**config.mk**
```make
export PLATFORM = sky130hd
export DESIGN_NAME = ultrasonic_echo_ranger_core
export DESIGN_NICKNAME = d
export VERILOG_FILES = /design/src/rtl/uer_pkg.sv /design/src/rtl/uer_front.sv /design/src/rtl/uer_queue.sv /design/src/rtl/uer_back.sv /design/src/rtl/ultrasonic_echo_ranger_core.sv
export SDC_FILE = /design/constraint.sdc
export NUM_CORES = 1
export LEC_CHECK = 0
export BUFFER_PORTS_ARGS = -buffer_cell sky130_fd_sc_hd__buf_4
export CORE_ASPECT_RATIO = 1.5
export CORE_MARGIN = 2
export CORE_UTILIZATION = 30
export CTS_CLUSTER_SIZE = 25
export DETAILED_ROUTE_END_ITERATION = 8
export SLEW_MARGIN = 20
export SYNTH_ARGS = -nofsm -noshare
export SYNTH_HDL_FRONTEND = slang
export SYNTH_SLANG_ARGS = --single-unit
```
**constraint.sdc**
```tcl
create_clock -name clk -period 22 [get_ports clk]
set_input_delay 4.4 -clock clk [delete_from_list [all_inputs] [get_ports clk]]
set_output_delay 4.4 -clock clk [all_outputs]
set_load 0.03 [all_outputs]
```
**src/rtl/uer_pkg.sv**
```systemverilog
// ----------------------------------------------------------------------------
// Ultrasonic echo ranger package
// Shared widths, reset values, register indexes and the queue entry type.
// ----------------------------------------------------------------------------
`timescale 1ns / 1ps

package uer_pkg;

  // Widths of the period counter and of the configuration registers.
  localparam int CNT_W    = 16;
  localparam int PERIOD_W = 17;
  localparam int TRIG_W   = 16;
  localparam int MAX_W    = 16;
  localparam int CFG_W    = 17;
  localparam int IDX_W    = 2;

  // Result field widths.
  localparam int WIDTH_W = 16;
  localparam int US_W    = 18;
  localparam int MM_W    = 15;

  // Register reset values.
  localparam logic [PERIOD_W-1:0] RESET_PERIOD   = PERIOD_W'(26250);
  localparam logic [TRIG_W-1:0]   RESET_TRIGGER  = TRIG_W'(8);
  localparam logic [MAX_W-1:0]    RESET_ECHO_MAX = MAX_W'(11250);

  // Register indexes on the configuration port.
  localparam logic [IDX_W-1:0] REG_PERIOD   = 2'd0;
  localparam logic [IDX_W-1:0] REG_TRIGGER  = 2'd1;
  localparam logic [IDX_W-1:0] REG_ECHO_MAX = 2'd2;

  // Queue between the front and back parts.
  localparam int Q_DEPTH = 4;
  localparam int Q_PTR_W = $clog2(Q_DEPTH);
  localparam int Q_CNT_W = $clog2(Q_DEPTH + 1);

  // Ticks to microseconds: floor(8w/3) = (8w * ceil(2^21/3)) >> 21, exact for 8w < 2^21.
  localparam int DIV3_SHIFT = 21;
  localparam int DIV3_M_W   = 20;
  localparam logic [DIV3_M_W-1:0] DIV3_MULT = DIV3_M_W'((2 ** DIV3_SHIFT + 2) / 3);
  localparam int US_X8_W    = WIDTH_W + 3;
  localparam int US_PROD_W  = US_X8_W + DIV3_M_W;

  // Microseconds to millimetres: floor(10u/58) = floor(5u/29)
  // = (u * 5 * ceil(2^25/29)) >> 25, exact for 5u * 18 < 2^25.
  localparam int DIV29_SHIFT = 25;
  localparam int MM_M_W      = 23;
  localparam logic [MM_M_W-1:0] MM_MULT =
    MM_M_W'(5 * ((2 ** DIV29_SHIFT + 28) / 29));
  localparam int MM_PROD_W   = US_W + MM_M_W;

  // One classified tick handed from the front part to the back part.
  typedef struct packed {
    logic               trigger;
    logic               fresh;
    logic [WIDTH_W-1:0] width;
  } q_entry_t;

  // Queue status seen by the core and the back part.
  typedef struct packed {
    logic full;
    logic empty;
  } q_status_t;

endpackage

```
**src/rtl/uer_front.sv**
```systemverilog
// ----------------------------------------------------------------------------
// Ultrasonic echo ranger front part
// Holds the configuration, runs the period counter, detects echo edges,
// measures the echo width and pushes one classified entry per request.
// ----------------------------------------------------------------------------
`timescale 1ns / 1ps

module uer_front (
  input  logic                      clk,
  input  logic                      rst,
  input  logic                      cfg_we,
  input  logic [uer_pkg::IDX_W-1:0] cfg_index,
  input  logic [uer_pkg::CFG_W-1:0] cfg_data,
  input  logic                      take,
  input  logic                      echo_level,
  output logic                      push,
  output uer_pkg::q_entry_t         push_entry
);

  logic [uer_pkg::PERIOD_W-1:0] period_ticks;
  logic [uer_pkg::TRIG_W-1:0]   trigger_ticks;
  logic [uer_pkg::MAX_W-1:0]    width_limit;

  logic [uer_pkg::CNT_W-1:0]    tick_counter;
  logic                         echo_previous;
  logic                         awaiting_fall;
  logic [uer_pkg::CNT_W-1:0]    rise_time;
  logic [uer_pkg::WIDTH_W-1:0]  last_width;

  logic [uer_pkg::CNT_W-1:0]    tick_counter_next;
  logic [uer_pkg::CNT_W:0]      count_inc;
  logic                         trig;
  logic                         echo_edge;
  logic [uer_pkg::CNT_W+1:0]    span;
  logic                         width_ok;
  logic                         fresh;
  logic [uer_pkg::WIDTH_W-1:0]  last_width_next;

  // Counter advance: wrap at the period or at the counter's own width.
  assign count_inc = {1'b0, tick_counter} + (uer_pkg::CNT_W+1)'(1);
  assign tick_counter_next = (count_inc >= period_ticks) ? '0 : count_inc[uer_pkg::CNT_W-1:0];

  // Trigger drive and edge detection use the count before it advances.
  assign trig      = tick_counter < trigger_ticks;
  assign echo_edge = echo_level != echo_previous;

  // Echo width, wrapping across the period when the fall count is below the rise.
  always_comb begin
    if (tick_counter >= rise_time) begin
      span = {2'b00, tick_counter} - {2'b00, rise_time};
    end else begin
      span = {2'b00, tick_counter} + {1'b0, period_ticks} - {2'b00, rise_time};
    end
  end
  assign width_ok        = span <= {2'b00, width_limit};
  assign fresh           = echo_edge && awaiting_fall && width_ok;
  assign last_width_next = fresh ? span[uer_pkg::WIDTH_W-1:0] : last_width;

  // Configuration registers.
  always_ff @(posedge clk) begin
    if (rst) begin
      period_ticks  <= uer_pkg::RESET_PERIOD;
      trigger_ticks <= uer_pkg::RESET_TRIGGER;
      width_limit   <= uer_pkg::RESET_ECHO_MAX;
    end else if (cfg_we) begin
      case (cfg_index)
        uer_pkg::REG_PERIOD:   period_ticks  <= cfg_data;
        uer_pkg::REG_TRIGGER:  trigger_ticks <= cfg_data[uer_pkg::TRIG_W-1:0];
        uer_pkg::REG_ECHO_MAX: width_limit   <= cfg_data[uer_pkg::MAX_W-1:0];
        default: ;
      endcase
    end
  end

  // Tick state, advanced once per accepted request.
  always_ff @(posedge clk) begin
    if (rst) begin
      tick_counter  <= '0;
      echo_previous <= 1'b0;
      awaiting_fall <= 1'b0;
      rise_time     <= '0;
      last_width    <= '0;
    end else if (take) begin
      tick_counter  <= tick_counter_next;
      echo_previous <= echo_level;
      last_width    <= last_width_next;
      if (echo_edge) begin
        awaiting_fall <= !awaiting_fall;
        if (!awaiting_fall) begin
          rise_time <= tick_counter;
        end
      end
    end
  end

  // Entry for the back part.
  assign push             = take;
  assign push_entry.trigger = trig;
  assign push_entry.fresh   = fresh;
  assign push_entry.width   = last_width_next;

endmodule

```
**src/rtl/uer_queue.sv**
```systemverilog
// ----------------------------------------------------------------------------
// Ultrasonic echo ranger queue
// Small first-in first-out buffer that decouples the front and back parts.
// ----------------------------------------------------------------------------
`timescale 1ns / 1ps

module uer_queue (
  input  logic                clk,
  input  logic                rst,
  input  logic                push,
  input  uer_pkg::q_entry_t   push_entry,
  input  logic                pop,
  output uer_pkg::q_entry_t   head,
  output uer_pkg::q_status_t  status
);

  uer_pkg::q_entry_t                entries [uer_pkg::Q_DEPTH];
  logic [uer_pkg::Q_PTR_W-1:0]      wr_ptr;
  logic [uer_pkg::Q_PTR_W-1:0]      rd_ptr;
  logic [uer_pkg::Q_CNT_W-1:0]      fill;

  // Entry storage; no reset needed for the payload.
  always_ff @(posedge clk) begin
    if (push) begin
      entries[wr_ptr] <= push_entry;
    end
  end

  // Pointers and fill count.
  always_ff @(posedge clk) begin
    if (rst) begin
      wr_ptr <= '0;
      rd_ptr <= '0;
      fill   <= '0;
    end else begin
      if (push) begin
        wr_ptr <= wr_ptr + uer_pkg::Q_PTR_W'(1);
      end
      if (pop) begin
        rd_ptr <= rd_ptr + uer_pkg::Q_PTR_W'(1);
      end
      if (push && !pop) begin
        fill <= fill + uer_pkg::Q_CNT_W'(1);
      end else if (pop && !push) begin
        fill <= fill - uer_pkg::Q_CNT_W'(1);
      end
    end
  end

  assign head         = entries[rd_ptr];
  assign status.full  = fill == uer_pkg::Q_CNT_W'(uer_pkg::Q_DEPTH);
  assign status.empty = fill == '0;

endmodule

```
**src/rtl/uer_back.sv**
```systemverilog
// ----------------------------------------------------------------------------
// Ultrasonic echo ranger back part
// Converts the echo width to microseconds and millimetres in two stages
// and holds the result in the output register until it is taken.
// ----------------------------------------------------------------------------
`timescale 1ns / 1ps

module uer_back (
  input  logic                        clk,
  input  logic                        rst,
  input  uer_pkg::q_entry_t           head,
  input  uer_pkg::q_status_t          status,
  output logic                        pop,
  output logic                        result_valid,
  input  logic                        result_ready,
  output logic                        trigger_level,
  output logic                        new_measurement,
  output logic [uer_pkg::WIDTH_W-1:0] width_ticks,
  output logic [uer_pkg::US_W-1:0]    width_us,
  output logic [uer_pkg::MM_W-1:0]    distance_mm
);

  logic                            advance;
  logic                            s1_valid;
  uer_pkg::q_entry_t               s1_entry;
  logic [uer_pkg::US_W-1:0]        s1_us;
  logic [uer_pkg::US_PROD_W-1:0]   us_prod;
  logic [uer_pkg::MM_PROD_W-1:0]   mm_prod;

  // The whole back part moves when the output register is free or being taken.
  assign advance = !result_valid || result_ready;
  assign pop     = advance && !status.empty;

  // Stage one: ticks times 8 divided by 3 through a reciprocal multiply.
  assign us_prod = uer_pkg::US_PROD_W'({head.width, 3'b000}) *
                   uer_pkg::US_PROD_W'(uer_pkg::DIV3_MULT);

  // Stage two: microseconds times 10 divided by 58 through a reciprocal multiply.
  assign mm_prod = uer_pkg::MM_PROD_W'(s1_us) * uer_pkg::MM_PROD_W'(uer_pkg::MM_MULT);

  // Valid bits of both stages.
  always_ff @(posedge clk) begin
    if (rst) begin
      s1_valid     <= 1'b0;
      result_valid <= 1'b0;
    end else if (advance) begin
      s1_valid     <= !status.empty;
      result_valid <= s1_valid;
    end
  end

  // Stage payload registers.
  always_ff @(posedge clk) begin
    if (advance) begin
      s1_entry        <= head;
      s1_us           <= us_prod[uer_pkg::DIV3_SHIFT +: uer_pkg::US_W];
      trigger_level   <= s1_entry.trigger;
      new_measurement <= s1_entry.fresh;
      width_ticks     <= s1_entry.width;
      width_us        <= s1_us;
      distance_mm     <= mm_prod[uer_pkg::DIV29_SHIFT +: uer_pkg::MM_W];
    end
  end

endmodule

```
**src/rtl/ultrasonic_echo_ranger_core.sv**
```systemverilog
// ----------------------------------------------------------------------------
// Ultrasonic echo ranger core
// Pulse-width ranging on a timebase tick stream with trigger generation.
// ----------------------------------------------------------------------------
// Usage:
//   Each request on the echo channel (echo_valid/echo_ready, field echo_level)
//   is one timebase tick carrying the sampled echo pin level. Every request
//   yields exactly one result on the result channel (result_valid/result_ready)
//   with the trigger drive, a new-measurement flag, and the last accepted echo
//   width in ticks, microseconds and millimetres.
//   The configuration port (cfg_we, cfg_index, cfg_data) writes the period,
//   trigger length and longest accepted echo width; write it only while idle.
//   Results pass through the queue, the stage-one register and the output
//   register. One request is accepted every cycle while the queue has room;
//   the rate is set by the one-tick counter and edge update in the front part.
//   When the receiver stalls, the conversion stages and output register hold,
//   a four-entry queue absorbs further requests, and echo_ready drops when the
//   queue is full. Reset restores the register defaults, clears the counter,
//   the phase flag and the kept width, and empties the queue and the stages.
// ----------------------------------------------------------------------------
`timescale 1ns / 1ps

module ultrasonic_echo_ranger_core (
  input  logic                        clk,
  input  logic                        rst,
  input  logic                        cfg_we,
  input  logic [uer_pkg::IDX_W-1:0]   cfg_index,
  input  logic [uer_pkg::CFG_W-1:0]   cfg_data,
  input  logic                        echo_valid,
  output logic                        echo_ready,
  input  logic                        echo_level,
  output logic                        result_valid,
  input  logic                        result_ready,
  output logic                        trigger_level,
  output logic                        new_measurement,
  output logic [uer_pkg::WIDTH_W-1:0] width_ticks,
  output logic [uer_pkg::US_W-1:0]    width_us,
  output logic [uer_pkg::MM_W-1:0]    distance_mm
);

  logic               take;
  logic               push;
  logic               pop;
  uer_pkg::q_entry_t  push_entry;
  uer_pkg::q_entry_t  head;
  uer_pkg::q_status_t status;

  // A request is taken whenever the queue has room.
  assign echo_ready = !status.full;
  assign take       = echo_valid && echo_ready;

  uer_front u_front (
    .clk        (clk),
    .rst        (rst),
    .cfg_we     (cfg_we),
    .cfg_index  (cfg_index),
    .cfg_data   (cfg_data),
    .take       (take),
    .echo_level (echo_level),
    .push       (push),
    .push_entry (push_entry)
  );

  uer_queue u_queue (
    .clk        (clk),
    .rst        (rst),
    .push       (push),
    .push_entry (push_entry),
    .pop        (pop),
    .head       (head),
    .status     (status)
  );

  uer_back u_back (
    .clk             (clk),
    .rst             (rst),
    .head            (head),
    .status          (status),
    .pop             (pop),
    .result_valid    (result_valid),
    .result_ready    (result_ready),
    .trigger_level   (trigger_level),
    .new_measurement (new_measurement),
    .width_ticks     (width_ticks),
    .width_us        (width_us),
    .distance_mm     (distance_mm)
  );

endmodule

```
; ---- Word-level counts from Yosys, hierarchy flattened
; Memory sizes are Yosys's and may differ from the RTL's. A register that Yosys moved wholly into a read port is not among the register bits.
; Index checks and enable logic that the tools add are counted.
[classes]
mux = 9
bitwise_logic = 1
n_addsub = 8
n_reduce_logical = 21
eq_ne = 4
mul = 2
order_cmp = 4
[ops]
columns = op, count
row1 = $mul A18 B22 Y39 const B, 1
row2 = $mul A16 B20 Y36 const B, 1
row3 = $mux W16, 2
row4 = $add A16 B17 Y18, 1
row5 = $le A18 B16 Y1, 1
row6 = $mux W18, 1
row7 = $sub A18 B16 Y18, 1
row8 = $add A16 B1 Y17 const B, 1
row9 = $ge A17 B17 Y1, 1
row10 = $sub A16 B16 Y17, 1
row11 = $ge A16 B16 Y1, 1
row12 = $lt A16 B16 Y1, 1
row13 = $reduce_and A2 Y1, 4
row14 = $logic_and A1 B1 Y1, 6
row15 = $logic_not A1 Y1, 6
row16 = $mux W3, 2
row17 = $add A2 B1 Y2 const B, 2
row18 = $mux W2, 2
row19 = $add A3 B1 Y3 const B, 1
row20 = $eq A3 B3 Y1 const B, 1
row21 = $logic_not A3 Y1, 1
row22 = $reduce_and A3 Y1, 1
row23 = $sub A3 B1 Y3 const B, 1
row24 = $eq A2 B1 Y1 const B, 1
row25 = 7 further kinds, 8
[word_totals]
ram_bits = 72
wordCells = 72
memories = 1
register_bits = 195
[memory_table]
columns = memory, depth, width, rd, rd_ports_with_merged_regs, wr, line
row1 = u_queue.entries, 4, 18, 1, 1, 1, uer_queue.sv:17  ; uer_pkg::q_entry_t entries [uer_pkg::Q_DEPTH];

; ---- Logic depth before layout (Yosys ltp)
[logic_depth]
word_depth = 7
mapped_depth = 24
ltp_nobuf = 22

; ---- Cells and area by module
; From an unflattened synthesis, not the netlist that was laid out.
[hier_totals]
cells_unflattened = 2113
area_unflattened_um2 = 22669.2
[modules_own_cells]
columns = module, seq_area_each_um2, instances, cells_per_inst, area_per_inst_um2
row1 = uer_back, 2652.5, 1, 1072, 12137.9
row2 = uer_front, 1981.9, 1, 901, 7453.4
row3 = uer_queue, 2342.2, 1, 138, 3067.9
row4 = ultrasonic_echo_ranger_core, 0.0, 1, 2, 10.0

; ---- Least setup slack after synthesis
; Ideal clock, no wire load.
[synth_timing]
path_kind = input to register
start = input result_ready
end = register u_queue.fill[2] in the netlist's numbering
t_arrival_ps = 7691
setup_slack_ps = 14239
t_required_ps = 21930
cell_stages = 9
path_cell_list = nor2b_1 > inv_1 > o31ai_1 > ha_1 > inv_1 > fa_1 > xor2_1 > or3_1 > a21oi_1
[synth_between]
elab_chain_len = 5
elab_cells_between_ends = 7
classes_between = mux: 1 / reduce/logical: 6
[synth_lines]
columns = item, line
row1 = from (decl), ultrasonic_echo_ranger_core.sv:33  ; input logic result_ready,
row2 = $logic_or A1 B1 Y1 *, uer_back.sv:31  ; assign advance = !result_valid || result_ready;
row3 = named net u_back.advance, uer_back.sv:23  ; logic advance;
row4 = $logic_and A1 B1 Y1 *, uer_back.sv:32  ; assign pop = advance && !status.empty;
row5 = $logic_not A1 Y1, uer_queue.sv:42  ; if (push && !pop) begin
row6 = $logic_and A1 B1 Y1, uer_queue.sv:42
row7 = $mux W3 or $reduce_bool A2 Y1 (tied branches), n/a
row8 = to (signal assigned), uer_queue.sv:43  ; fill <= fill + uer_pkg::Q_CNT_W'(1);
row9 = to (signal assigned), uer_queue.sv:45  ; fill <= fill - uer_pkg::Q_CNT_W'(1);
row10 = to (decl), uer_queue.sv:20  ; logic [uer_pkg::Q_CNT_W-1:0] fill;
; Mark *: on every way through the listed nets, which the timed path passes. The rest lies on a longest branch.
; A chain may end at the register's enable or synchronous reset.

==> results by group <==
Setup path
  • CP max FO: 20
  • Crit path max-delay family: adder cells
  • Crit path largest cell delay: 0.69 ns
  • Buf+Inv Stages, Crit Path: 5
  • Crit path DAT: 7.30 ns
  • Most frequent CP cell: fa_1
  • CP Cell Sequence: buf_4 > mux4_2 > ha_1 > inv_1 > fa_1 > fa_1 > inv_1 > fa_1 > fa_1 > inv_1 > fa_1 > inv_1 > ha_1 > nand4_1 > nor2_1 > o2111ai_1 > a211oi_1 > nor3_1 > o21ai_0 > a221oi_1 > xnor2_1
  • Endpoint class of the critical path: flip-flop
  • Setup crit start kind: flip-flop
  • Critical Path RT: 22.29 ns
  • Critical-path top delay cell: fa_1
  • Critical path class: flip-flop to flip-flop

Synth
  • Mapped Cells: 2146
  • Synth top area share: 21.1%
  • Synth Area in Adders: 36.8%
  • Yosys top cell by area: ha_1
  • Synth Area in Simple Gates: 6.96%
  • Netlist area before placement: 22700 sq um
  • Largest family of logic cells by synthesized area: adder cells
  • Flops & latches, synth: 269
  • Synth Area in XOR/XNOR: 3.24%
  • Post-synthesis mux area share: 4.04%
  • Yosys warnings: 0
  • Share of flip-flops with an asynchronous set or reset: 0%
  • Ys flop type: edfxtp_1
  • Post-synth EDFFs: 159
  • Synth Area in Compound Gates: 10.2%
  • Synthesized Nets: 2732
  • Seq/Total Area, Yosys: 30.7%
  • Netlist cell types: 80
  • Ranking of synthesized cells by area: ha_1 21%, edfxtp_1 21%, fa_1 16%
  • Avg Cell Area, Syn: 10.6 sq um

Cells and area
  • Share of cells above drive strength 1: 8.77%
  • Area delta synth->final: 12.8%
  • Reg area: 6980 sq um
  • Area occupied by multi-input gates: 13900 sq um
  • Nets@finish: 2818
  • N_diodes: 0
  • Fill count: 7607
  • Area of all placed cells without fillers: 25600 sq um

Clock tree
  • H-tree Lvls: 2
  • CTS Sinks: 269
  • Setup bufs post-CTS: 0
  • Clk_lat worst skew: 0.58 ns
  • Root Driver: clkbuf_16
  • Worst-path clk slew: 0.06 ns
  • CTS tree: done
  • Number of CTS-inserted buffers: 34
  • # hold bufs at CTS: 0
  • Post-CTS resize count: 0
  • Clock tree buffer depth: 3

Flow run
  • Max-cap violations: 0

Placement
  • Dpl hpwl: 44800 um
  • Cell Area, Placed: 24400 sq um
  • Port bufs: 77
  • GPL Wtd Cong: 0.860

Timing
  • Hold Vio Cnt, Final: 0
  • Final min period: 7.01 ns
  • Setup TNS Final: 0 ns
  • Peak Freq: 143 MHz
  • Pins Over Slew Limit: 0
  • RSZ-0062 raised after global routing: false
  • Slew @ Worst Pin: 1.06 ns
  • Worst Hold Slack: 0.418 ns
  • Worst Skew: 0.0371 ns
  • Slew headroom: 29.3%
  • Setup Viol. Count Final: 0
  • Crit share post-route: 31.9%

Drt
  • Detail Route met2 WL: 30300 um
  • Final wirelength: 54000 um
  • Max layer used: met4
  • Vias: 15072
  • DRC viols: 0
  • DR pass1 iterations: 4
  • Iter 0 DRT Violations: 579
  • Detail Route Antenna Nets: 0
  • Drt wl/cell: 16.6 um
  • Via-per-instance ratio: 4.63
  • Met3 wire length: 1450 um
  • WL met1: 19900 um

Global route
  • Vias in the first global route: 16113
  • Largest net degree at the start of global routing: 69
  • Total grt overflow: 0
  • GRT Overall Usage: 14.1%
  • Number of antenna violations at the first check in global routing: 0
  • First-pass GRT wire length: 85800 um

Die
  • Area of the die: 77900 sq um
  • Die Width: 229 um
  • Starting Density: 30.3%
  • I/O pin cnt: 78
  • Core footprint: 74900 sq um
  • # rows: 123
  • Die Ht: 341 um

Hold path
  • Min-delay worst type: flip-flop to flip-flop
  • Min-delay src: u_back.s1_entry[2]

Run status
  • Status: finished, final reports clean
## area by class of cell
class | count | area share, %
clock inverters | 18 | 0.992
well taps | 1000 | 4.89
flip-flops and latches | 269 | 27.3
multi-input cells | 1404 | 54.4
clock buffers | 44 | 3.51
repair buffers | 87 | 2.55
inverters | 436 | 6.40
## logic make-up after synthesis
group                      after synthesis
adders and majority gates              561
buffers and inverters                  473
and+or+nand+nor                        356
AOI/OAI and AO/OA                      340
DFF                                    269
xor gates and xnor gates                84
muxes                                   63
## metal layers
| layer | track usage (%) | up-vias |
|---|---|---|
| li1 | - | 7445 |
| met4 | 6.14 | 0 |
| met3 | 1.97 | 105 |
| met5 | 0 | - |
| met2 | 28.4 | 210 |
| met1 | 14.2 | 7312 |
## synthesized netlist by cell type, types with 11 or more instances
library cell and number:
a211oi_1 11, a21o_1 42, a21oi_1 111, a32o_1 14
clkbuf_1 24, dfxtp_1 110, edfxtp_1 159, fa_1 179
ha_1 382, inv_1 435, mux2_2 12, mux2i_1 24
mux4_2 18, nand2_1 188, nand3_1 25, nand4_1 16
nor2_1 62, nor2b_1 15, nor3_1 16, o211ai_1 29
o21a_1 13, o21ai_0 41, xnor2_1 53, xor2_1 31
## sequential cells by signal (all words and copies together) (netlist names), 2 cells and up, named ones only
| register | cells |
|---|---|
| u_back.width_us | 18 |
| u_front.width_limit | 16 |
| u_queue.wr_ptr | 2 |
| u_queue.entries | 72 |
| u_back.s1_us | 18 |
| u_back.s1_entry | 18 |
| u_front.period_ticks | 17 |
| u_front.trigger_ticks | 16 |
| u_back.distance_mm | 15 |
| u_queue.fill | 3 |
| u_front.last_width | 16 |
| u_back.width_ticks | 16 |
| u_front.tick_counter | 16 |
| u_queue.rd_ptr | 2 |
| u_front.rise_time | 16 |
## worst paths after layout
check	end	cells after the start	slack (ns)
max	u_back.s1_us[12]	21	14.99
max reg2reg	u_back.s1_us[12]	21	14.99
min	u_back.width_ticks[2]	0	0.42
min reg2reg	u_back.width_ticks[2]	0	0.42
## through the flow
step / cells / setup slack [ns] / utilization, %
after floorplan: 2146 / 14.24 / -
final: 3258 / 14.99 / 34.2
after detailed placement: 3196 / 14.94 / 32.6
after CTS: 3258 / 14.92 / 34.2
after global routing: 3258 / 14.60 / 34.2
after global placement: 3196 / 15.00 / 32.6
## cell usage in the layout (no fill, tap or decap), types with 31 or more instances in the layout
cell type  count
ha_1         382
nor2_1        61
xnor2_1       53
buf_4         87
a21o_1        42
nand2_1      188
edfxtp_1     159
inv_1        434
a21oi_1      111
xor2_1        31
o21ai_0       40
clkbuf_16     34
fa_1         179
dfxtp_1      110
Power is left out: the tool's default activity adds up to more than one toggle a clock period on the data nets, which glitch-free logic cannot reach.
